===== src/rtl/cbr_pkg.sv =====
// ----------------------------------------------------------------------------
// cbr_pkg
// Types and constants for the clock set button repeater.
// ----------------------------------------------------------------------------
package cbr_pkg;

   localparam int TIMER_BITS  = 16;
   localparam int SETTLE_BITS = 8;

   localparam int SETTLE_CFG_BITS = 8;
   localparam int TICKS_CFG_BITS  = 16;
   localparam int LIMIT_CFG_BITS  = 3;
   localparam int CSR_DATA_BITS   = 16;

   localparam int MINUTE_BITS = 6;
   localparam int HOUR_BITS   = 4;
   localparam int REQ_BITS    = 16;
   localparam int RSP_BITS    = 16;

   localparam logic [MINUTE_BITS-1:0] MINUTE_LAST = MINUTE_BITS'(59);
   localparam logic [HOUR_BITS-1:0]   HOUR_LAST   = HOUR_BITS'(12);
   localparam logic [HOUR_BITS-1:0]   HOUR_FIRST  = HOUR_BITS'(1);

   localparam logic [SETTLE_CFG_BITS-1:0] SETTLE_RESET = SETTLE_CFG_BITS'(100);
   localparam logic [TICKS_CFG_BITS-1:0]  SLOW_RESET   = TICKS_CFG_BITS'(5000);
   localparam logic [TICKS_CFG_BITS-1:0]  FAST_RESET   = TICKS_CFG_BITS'(1000);
   localparam logic [LIMIT_CFG_BITS-1:0]  LIMIT_RESET  = LIMIT_CFG_BITS'(5);

   typedef logic [TIMER_BITS-1:0]  timer_type;
   typedef logic [SETTLE_BITS-1:0] settle_type;
   typedef logic [MINUTE_BITS-1:0] minute_type;
   typedef logic [HOUR_BITS-1:0]   hour_type;

   typedef enum logic [1:0] {
      CSR_SETTLE_TICKS    = 2'd0,
      CSR_SLOW_TICKS      = 2'd1,
      CSR_FAST_TICKS      = 2'd2,
      CSR_SLOW_STEP_LIMIT = 2'd3
   } csr_index_type;

   typedef struct packed {
      logic [SETTLE_CFG_BITS-1:0] settle_ticks;
      logic [TICKS_CFG_BITS-1:0]  slow_ticks;
      logic [TICKS_CFG_BITS-1:0]  fast_ticks;
      logic [LIMIT_CFG_BITS-1:0]  slow_step_limit;
   } cfg_type;

   typedef struct packed {
      minute_type value;
      logic       stepped;
      logic       skip_hour;
   } minute_out_type;

   typedef struct packed {
      hour_type value;
      logic     stepped;
   } hour_out_type;

endpackage


===== src/rtl/cbr_csr.sv =====
// ----------------------------------------------------------------------------
// cbr_csr
// Configuration register file, written through a plain write port.
// ----------------------------------------------------------------------------
module cbr_csr (
   input  logic                               clock,
   input  logic                               reset,
   input  logic                               csr_we,
   input  cbr_pkg::csr_index_type             csr_index,
   input  logic [cbr_pkg::CSR_DATA_BITS-1:0]  csr_wdata,
   output cbr_pkg::cfg_type                   cfg
);
   import cbr_pkg::*;

   cfg_type cfg_ff;
   cfg_type cfg_in;

   always_comb begin
      cfg_in = cfg_ff;
      if (csr_we) begin
         case (csr_index)
            CSR_SETTLE_TICKS:    cfg_in.settle_ticks    = csr_wdata[SETTLE_CFG_BITS-1:0];
            CSR_SLOW_TICKS:      cfg_in.slow_ticks      = csr_wdata[TICKS_CFG_BITS-1:0];
            CSR_FAST_TICKS:      cfg_in.fast_ticks      = csr_wdata[TICKS_CFG_BITS-1:0];
            CSR_SLOW_STEP_LIMIT: cfg_in.slow_step_limit = csr_wdata[LIMIT_CFG_BITS-1:0];
            default:             cfg_in = cfg_ff;
         endcase
      end
   end

   always_ff @(posedge clock) begin
      if (reset) begin
         cfg_ff.settle_ticks    <= SETTLE_RESET;
         cfg_ff.slow_ticks      <= SLOW_RESET;
         cfg_ff.fast_ticks      <= FAST_RESET;
         cfg_ff.slow_step_limit <= LIMIT_RESET;
      end else begin
         cfg_ff <= cfg_in;
      end
   end

   assign cfg = cfg_ff;

endmodule


===== src/rtl/cbr_minute.sv =====
// ----------------------------------------------------------------------------
// cbr_minute
// Minute button debounce and two-speed auto repeat.
// ----------------------------------------------------------------------------
module cbr_minute (
   input  logic                    clock,
   input  logic                    reset,
   input  cbr_pkg::cfg_type        cfg,
   input  logic                    advance,
   input  logic                    pressed,
   input  cbr_pkg::minute_type     minute_now,
   output cbr_pkg::minute_out_type result
);
   import cbr_pkg::*;

   logic                      armed_ff, armed_in;
   settle_type                settle_ff, settle_in;
   timer_type                 timer_ff, timer_in;
   logic [LIMIT_CFG_BITS-1:0] steps_ff, steps_in;

   settle_type settle_dec;
   timer_type  timer_dec;

   always_comb begin
      settle_dec = settle_ff - 1'b1;
      timer_dec  = timer_ff - 1'b1;
      armed_in   = armed_ff;
      settle_in  = settle_ff;
      timer_in   = timer_ff;
      steps_in   = steps_ff;
      result.value     = minute_now;
      result.stepped   = 1'b0;
      result.skip_hour = 1'b0;
      if (pressed) begin
         if (!armed_ff) begin
            armed_in         = 1'b1;
            settle_in        = SETTLE_BITS'(cfg.settle_ticks);
            timer_in         = TIMER_BITS'(1);
            result.skip_hour = 1'b1;
         end else if (settle_ff != '0 && settle_dec != '0) begin
            settle_in        = settle_dec;
            result.skip_hour = 1'b1;
         end else begin
            settle_in = '0;
            timer_in  = timer_dec;
            if (timer_dec == '0) begin
               result.stepped = 1'b1;
               result.value   = (minute_now >= MINUTE_LAST) ? '0 : minute_now + 1'b1;
               if (steps_ff < cfg.slow_step_limit) begin
                  steps_in = steps_ff + 1'b1;
                  timer_in = TIMER_BITS'(cfg.slow_ticks);
               end else begin
                  timer_in = TIMER_BITS'(cfg.fast_ticks);
               end
            end
         end
      end else begin
         // release: rearm slow timer and slow step count
         armed_in = 1'b0;
         timer_in = TIMER_BITS'(cfg.slow_ticks);
         steps_in = '0;
      end
   end

   always_ff @(posedge clock) begin
      if (reset) begin
         armed_ff  <= 1'b0;
         settle_ff <= '0;
         timer_ff  <= TIMER_BITS'(1);
         steps_ff  <= '0;
      end else if (advance) begin
         armed_ff  <= armed_in;
         settle_ff <= settle_in;
         timer_ff  <= timer_in;
         steps_ff  <= steps_in;
      end
   end

endmodule


===== src/rtl/cbr_hour.sv =====
// ----------------------------------------------------------------------------
// cbr_hour
// Hour button debounce and slow auto repeat.
// ----------------------------------------------------------------------------
module cbr_hour (
   input  logic                  clock,
   input  logic                  reset,
   input  cbr_pkg::cfg_type      cfg,
   input  logic                  advance,
   input  logic                  skip,
   input  logic                  pressed,
   input  cbr_pkg::hour_type     hour_now,
   output cbr_pkg::hour_out_type result
);
   import cbr_pkg::*;

   logic       armed_ff, armed_in;
   settle_type settle_ff, settle_in;
   timer_type  timer_ff, timer_in;

   settle_type settle_dec;
   timer_type  timer_dec;

   always_comb begin
      settle_dec = settle_ff - 1'b1;
      timer_dec  = timer_ff - 1'b1;
      armed_in   = armed_ff;
      settle_in  = settle_ff;
      timer_in   = timer_ff;
      result.value   = hour_now;
      result.stepped = 1'b0;
      if (!skip) begin
         if (pressed) begin
            if (!armed_ff) begin
               armed_in  = 1'b1;
               settle_in = SETTLE_BITS'(cfg.settle_ticks);
               timer_in  = TIMER_BITS'(1);
            end else if (settle_ff != '0 && settle_dec != '0) begin
               settle_in = settle_dec;
            end else begin
               settle_in = '0;
               timer_in  = timer_dec;
               if (timer_dec == '0) begin
                  result.stepped = 1'b1;
                  result.value   = (hour_now >= HOUR_LAST) ? HOUR_FIRST : hour_now + 1'b1;
                  timer_in       = TIMER_BITS'(cfg.slow_ticks);
               end
            end
         end else begin
            armed_in = 1'b0;
         end
      end
   end

   always_ff @(posedge clock) begin
      if (reset) begin
         armed_ff  <= 1'b0;
         settle_ff <= '0;
         timer_ff  <= TIMER_BITS'(1);
      end else if (advance) begin
         armed_ff  <= armed_in;
         settle_ff <= settle_in;
         timer_ff  <= timer_in;
      end
   end

endmodule


===== src/rtl/clock_set_button_repeater_unit.sv =====
// Path: an accepted req passes the input register, then the result register; rsp stalls hold it.
// Throughput: one transaction per cycle while rsp is not stalled; the tick update is one pass
// of counter logic between the input register and the result register.
// Reset: synchronous, active high; clears both stage valids and button state,
// and loads the configuration registers with their default values.
// ----------------------------------------------------------------------------
// clock_set_button_repeater_unit
// Debounce and auto-repeat for the minute and hour set buttons of a 12 hour
// clock; one req transaction per tick yields one rsp transaction.
// ----------------------------------------------------------------------------
module clock_set_button_repeater_unit (
   input  logic                               clock,
   input  logic                               reset,
   // req_tdata: minute_pressed[0], hour_pressed[1], minute_now[7:2], hour_now[11:8],
   // zero pad[15:12]
   input  logic                               req_tvalid,
   output logic                               req_tready,
   input  logic [cbr_pkg::REQ_BITS-1:0]       req_tdata,
   // rsp_tdata: minute_next[5:0], hour_next[9:6], minute_stepped[10], hour_stepped[11],
   // zero pad[15:12]
   output logic                               rsp_tvalid,
   input  logic                               rsp_tready,
   output logic [cbr_pkg::RSP_BITS-1:0]       rsp_tdata,
   input  logic                               csr_we,
   input  cbr_pkg::csr_index_type             csr_index,
   input  logic [cbr_pkg::CSR_DATA_BITS-1:0]  csr_wdata
);
   import cbr_pkg::*;

   cfg_type cfg;

   // input stage: holds one tick until the result register can take it
   logic                    in_valid_ff, in_valid_in;
   logic [REQ_BITS-1:0]     in_data_ff;

   // result stage
   logic                    out_valid_ff, out_valid_in;
   logic [RSP_BITS-1:0]     out_data_ff;
   logic [RSP_BITS-1:0]     out_data_in;

   logic                    advance;
   logic                    req_fire;
   minute_out_type          minute_result;
   hour_out_type            hour_result;

   // Move the input stage into the result stage when the result register is
   // empty or being drained this cycle; button state updates on the same edge.
   assign advance    = in_valid_ff && (!out_valid_ff || rsp_tready);
   assign req_tready = !in_valid_ff || advance;
   assign req_fire   = req_tvalid && req_tready;

   cbr_csr u_csr (
      .clock     (clock),
      .reset     (reset),
      .csr_we    (csr_we),
      .csr_index (csr_index),
      .csr_wdata (csr_wdata),
      .cfg       (cfg)
   );

   cbr_minute u_minute (
      .clock      (clock),
      .reset      (reset),
      .cfg        (cfg),
      .advance    (advance),
      .pressed    (in_data_ff[0]),
      .minute_now (in_data_ff[7:2]),
      .result     (minute_result)
   );

   // hour button is ignored while the minute button is new or still settling
   cbr_hour u_hour (
      .clock    (clock),
      .reset    (reset),
      .cfg      (cfg),
      .advance  (advance),
      .skip     (minute_result.skip_hour),
      .pressed  (in_data_ff[1]),
      .hour_now (in_data_ff[11:8]),
      .result   (hour_result)
   );

   always_comb begin
      in_valid_in = in_valid_ff;
      if (req_fire) begin
         in_valid_in = 1'b1;
      end else if (advance) begin
         in_valid_in = 1'b0;
      end

      out_valid_in = out_valid_ff;
      if (advance) begin
         out_valid_in = 1'b1;
      end else if (rsp_tready) begin
         out_valid_in = 1'b0;
      end

      // pack the result transaction, highest field first
      out_data_in = {4'b0000, hour_result.stepped, minute_result.stepped,
                     hour_result.value, minute_result.value};
   end

   always_ff @(posedge clock) begin
      if (reset) begin
         in_valid_ff  <= 1'b0;
         out_valid_ff <= 1'b0;
      end else begin
         in_valid_ff  <= in_valid_in;
         out_valid_ff <= out_valid_in;
      end
   end

   // payload registers: hold unless a new transaction lands
   always_ff @(posedge clock) begin
      if (req_fire) begin
         in_data_ff <= req_tdata;
      end
      if (advance) begin
         out_data_ff <= out_data_in;
      end
   end

   assign rsp_tvalid = out_valid_ff;
   assign rsp_tdata  = out_data_ff;

endmodule


===== config.mk =====
export PLATFORM = sky130hd
export DESIGN_NAME = clock_set_button_repeater_unit
export DESIGN_NICKNAME = d
export VERILOG_FILES = /design/src/rtl/cbr_pkg.sv /design/src/rtl/cbr_csr.sv /design/src/rtl/cbr_minute.sv /design/src/rtl/cbr_hour.sv /design/src/rtl/clock_set_button_repeater_unit.sv
export SDC_FILE = /design/constraint.sdc
export NUM_CORES = 1
export LEC_CHECK = 0
export BUFFER_PORTS_ARGS = -buffer_cell sky130_fd_sc_hd__buf_2
export CORE_MARGIN = 3
export CORE_UTILIZATION = 50
export DETAILED_ROUTE_END_ITERATION = 10
export GPL_ROUTABILITY_DRIVEN = 0
export HOLD_SLACK_MARGIN = 0.15
export MAX_ROUTING_LAYER = met4
export PLACE_DENSITY = 0.66
export SYNTH_ARGS = -nofsm -noshare
export SYNTH_HDL_FRONTEND = slang
export SYNTH_SLANG_ARGS = --single-unit

===== constraint.sdc =====
create_clock -name clock -period 9.6 [get_ports clock]
set_input_delay 0.96 -clock clock [delete_from_list [all_inputs] [get_ports clock]]
set_output_delay 0.96 -clock clock [all_outputs]
set_load 0.01 [all_outputs]

==> results.txt <==
----------------------------------------------------
[Critical path]
  Destination of the worst register-to-register timing path ... rsp_tdata[0]$_DFFE_PP_
  FF-to-FF Start ... u_minute.timer_ff[0]$_SDFFE_PP1P_
  Largest fanout on the critical path ... 19
  Critical Setup Path Class ... flip-flop to flip-flop
  Number of cells on the worst reg-to-reg path ... 9
  Worst setup path endpoint ... rsp_tdata[0]$_DFFE_PP_
  R2R setup slack ... about 5600 ps
  Required time of the worst setup path ... 9770 ps
  CP Capture Type ... flip-flop
  Beginning of the critical path ... u_minute.timer_ff[0]$_SDFFE_PP1P_
  Data arrival time of the critical path ... 4190 ps
  Setup crit start kind ... flip-flop

[Timing]
  Final-layout setup total negative slack ... 0 ps
  Final worst setup slack ... between 5000 and 6000 ps
  Final worst path period share ... a little over two fifths
  Fin. Hold Viols ... 0
  Post-route clock skew ... between 7 and 8 ps
  Actual transition at the worst max-transition pin ... 1070 ps
  Post-layout min period ... between 4000 and 5000 ps
  Final count of negative-setup-slack endpoints ... 0
  Setup repair after global routing missed its margin ... no
  Slew Viols, Final ... 0
  Worst slew slack as a fraction of its limit ... 28.3%
  Achievable frequency ... 0.249 GHz

[Power and ir drop]
  Cell-internal power ... 1.04 mW
  Portion of total power attributed to combinational logic ... 10.5%
  Switching share of power ... 25.6%
  Proportion of power drawn by the clock network ... 48.8%
  Total power per unit cell area ... ~180 nW/µm²
  Worst vdd ir ... ~0.00012 V
  P_leak ... 2.93 nW
  Switching power ... ~0.36 mW
  PnR Total Power ... roughly 1.4 mW
  Seq pwr share ... 40.7%

[CTS]
  Root buf cell ... sky130_fd_sc_hd__clkbuf_16
  Post-CTS Hold Fix Bufs ... 0
  Total of cells resized after clock tree synthesis ... 0
  CTS tree ... done
  Number of buffers between clock root and the deepest sink ... 2
  Clock latency on the worst-skew pair ... roughly 420 ps
  Post-CTS clock slew at the launch and capture registers of the worst setup and hold paths ... 60 ps
  Post-CTS setup buffers ... 0
  Clk sinks ... 122
  Count of H-tree levels built during CTS ... 4
  Clock buffer count from CTS ... 17

[Final layout]
  Core occupancy in the finished layout ... 59.1%
  Layout Area Growth over Synthesis ... 13.5%
  Number of nets in the layout ... 897
  Fraction of final layout cells with drive strength greater than 1 ... 12.8%
  Commonest non-fill, non-tap cell in the layout ... sky130_fd_sc_hd__nand2_1
  Total of fill cells in the finished design ... 1174
  Most used cells in the layout excluding fill and tap cells ... 107 x sky130_fd_sc_hd__nand2_1, 98 x sky130_fd_sc_hd__dfxtp_1, 86 x sky130_fd_sc_hd__nor2_1, 65 x sky130_fd_sc_hd__a21oi_1
  Number of antenna cells inserted ... 0
  Footprint of the multi-input gates ... 3650 µm²
  Total area of sequential cells ... 2680 µm²
  Fin cells ... 1030

[Synth]
  Register bit total from synthesis ... 122
  Main synth FF type ... sky130_fd_sc_hd__dfxtp_1
  Sequential cell area fraction in the yosys report ... 40.0%
  Cell taking the most area after synthesis ... sky130_fd_sc_hd__dfxtp_1
  Dominant cells by area after synthesis ... sky130_fd_sc_hd__dfxtp_1 29%, sky130_fd_sc_hd__edfxtp_1 11%, sky130_fd_sc_hd__nand2_1 6.0%, sky130_fd_sc_hd__a21oi_1 4.9%, sky130_fd_sc_hd__nor2_1 4.8%
  Avg Inst Size Synth ... 8.12 µm²
  Async set or reset register ratio after synthesis ... 0%
  Area share of the largest cell type after synthesis ... 29.3%
  Yosys warning count ... 0
  Number of distinct library cells after synthesis ... 77
  Synthesized instance count ... approximately 830
  Mapped Area ... 6700 µm²
  Number of flops mapped to enable cells by yosys ... 24

[Floorplanning]
  Chip width ... 122 µm
  Effective utilization at floorplan ... between 50 and 60%
  Die height ... 122 µm
  Num rows ... 41
  Num ports ... between 50 and 60
  Die area ... 14800 µm²
  Placeable core region ... 12900 µm²

[Global routing]
  Pin count of the biggest net entering global routing ... 90
  Global-route wire length before repair ... 28100 µm
  Total routing resource utilization after global routing ... between 20% and 30%
  Antenna violations before repair ... 0
  Total congestion overflow after global routing ... 0
  Via count of the first global-routing pass ... 5771

[Routing]
  # DRC ... 0
  Drt first pass iters ... 6
  Initial detailed-routing violation count ... 480
  Post-DRT Antenna Nets ... 0
  Post-detailed-route via-to-cell ratio ... around 6
  Routed WL per cell ... 16.4 µm
  Final wirelength ... 16900 µm
  Via count ... roughly 6200

[Job]
  Total of max-cap violations ... 0

[Outcome]
  Status ... finished clean

[Placement]
  Count of placed standard cells including taps ... 998
  Half-perimeter wire length of the detailed placement result ... 11600 µm
  Pre-CTS setup slack ... 5650 ps
  Number of port buffers ... 48

[Hold path]
  Type of the worst min-delay path ... flip-flop to flip-flop

----------------------------------------------------
[worst min path at each step]
stage	startpoint	end	cells past startpoint
6_report	u_csr.cfg[5]$_SDFFE_PP0P_	u_csr.cfg[5]$_SDFFE_PP0P_	2
3_5_place_dp	u_csr.cfg[5]$_SDFFE_PP0P_	u_csr.cfg[5]$_SDFFE_PP0P_	2
5_1_grt	u_csr.cfg[4]$_SDFFE_PP0P_	u_csr.cfg[4]$_SDFFE_PP0P_	2
2_1_floorplan	u_csr.cfg[4]$_SDFFE_PP0P_	u_csr.cfg[4]$_SDFFE_PP0P_	2
3_3_place_gp	u_csr.cfg[4]$_SDFFE_PP0P_	u_csr.cfg[4]$_SDFFE_PP0P_	2
4_1_cts	u_csr.cfg[5]$_SDFFE_PP0P_	u_csr.cfg[5]$_SDFFE_PP0P_	2
[stage by stage]
step / area, µm² / hold WS, ps
final: 7600 / 459
after CTS: 7600 / 459
after global routing: 7600 / 466
after floorplan: 6710 / 433
after global placement: 6980 / 445
after detailed placement: 6980 / 450
[cell type report]
| cell class | count | share of cell area, % |
|---|---|---|
| Clock inverter | 14 | 2.57 |
| Timing Repair Buffer | 52 | 3.55 |
| Tap cell | 172 | 2.83 |
| Clock buffer | 18 | 5.64 |
| Inverter | 43 | 2.12 |
| Multi-Input combinational cell | 609 | 48.0 |
| Sequential cell | 122 | 35.3 |
[state kept, by name (all words and copies together), names as in the netlist]
register / count
rsp_tdata: 12
in_valid_ff: 1
u_minute.armed_ff: 1
u_csr.cfg: 43
u_hour.armed_ff: 1
u_minute.settle_ff: 8
u_hour.timer_ff: 16
in_data_ff: 12
u_minute.steps_ff: 3
u_hour.settle_ff: 8
u_minute.timer_ff: 16
rsp_tvalid: 1
[logic make-up (layout without fill, tap and decap cells)]
group                      after synthesis  after routing  share of synthesized area [%]
and+or+nand+nor                        342            342                           25.5
AOI/OAI and AO/OA                      209            209                           20.3
DFF                                    122            122                           40.0
buffers and inverters                   97            127                           5.81
xor gates and xnor gates                20             20                           2.61
muxes                                   20             20                           3.16
adders and majority gates               14             14                           2.58
other                                    1              4                         0.0560
[synth_stat cells (6+ instances only)]
master and n:
sky130_fd_sc_hd__nor2b_1 8, sky130_fd_sc_hd__a31oi_1 7, sky130_fd_sc_hd__xnor2_1 13, sky130_fd_sc_hd__edfxtp_1 24
sky130_fd_sc_hd__o221ai_1 15, sky130_fd_sc_hd__dfxtp_1 98, sky130_fd_sc_hd__nand2b_1 12, sky130_fd_sc_hd__a21oi_1 65
sky130_fd_sc_hd__xor2_1 7, sky130_fd_sc_hd__a211oi_1 6, sky130_fd_sc_hd__a22oi_1 7, sky130_fd_sc_hd__or3_1 7
sky130_fd_sc_hd__inv_1 43, sky130_fd_sc_hd__mux2i_1 11, sky130_fd_sc_hd__nor4_1 12, sky130_fd_sc_hd__or4_1 6
sky130_fd_sc_hd__nand3b_1 14, sky130_fd_sc_hd__nor3_1 30, sky130_fd_sc_hd__clkbuf_1 42, sky130_fd_sc_hd__and3_1 6
sky130_fd_sc_hd__mux2_2 6, sky130_fd_sc_hd__nor2_1 86, sky130_fd_sc_hd__nand3_1 17, sky130_fd_sc_hd__o21ai_0 48
sky130_fd_sc_hd__o31ai_1 7, sky130_fd_sc_hd__ha_1 13, sky130_fd_sc_hd__nand2_1 107
[worst max-delay path: stages (launching register included)]
cell,delay [ps]
sky130_fd_sc_hd__dfxtp_1,380
sky130_fd_sc_hd__inv_1,110
sky130_fd_sc_hd__ha_1,270
sky130_fd_sc_hd__or4b_1,610
sky130_fd_sc_hd__or3b_1,440
sky130_fd_sc_hd__a21oi_2,190
sky130_fd_sc_hd__o211ai_2,190
sky130_fd_sc_hd__nor4_4,980
sky130_fd_sc_hd__nand2_2,240
sky130_fd_sc_hd__mux2_1,360
[power by group through the flow]
stage | Combinational [mW] | Clock [mW] | Sequential [mW]
6_report | 0.146 | 0.680 | 0.567
5_1_grt | 0.165 | 0.715 | 0.570
4_1_cts | 0.145 | 0.689 | 0.567
3_5_place_dp | 0.145 | 0 | 0.577
3_3_place_gp | 0.141 | 0 | 0.576
2_1_floorplan | 0.111 | 0 | 0.569
[metal layers]
metal / up-vias / GRT usage, % / wire length (µm)
li1: 2987 / - / -
met5: - / - / 0
met2: 195 / 39.1 / 8090
met3: 40 / 4.97 / 812
met4: 0 / 9.80 / 414
met1: 2941 / 30.2 / 7630
Power figures use the tool's default switching activity.
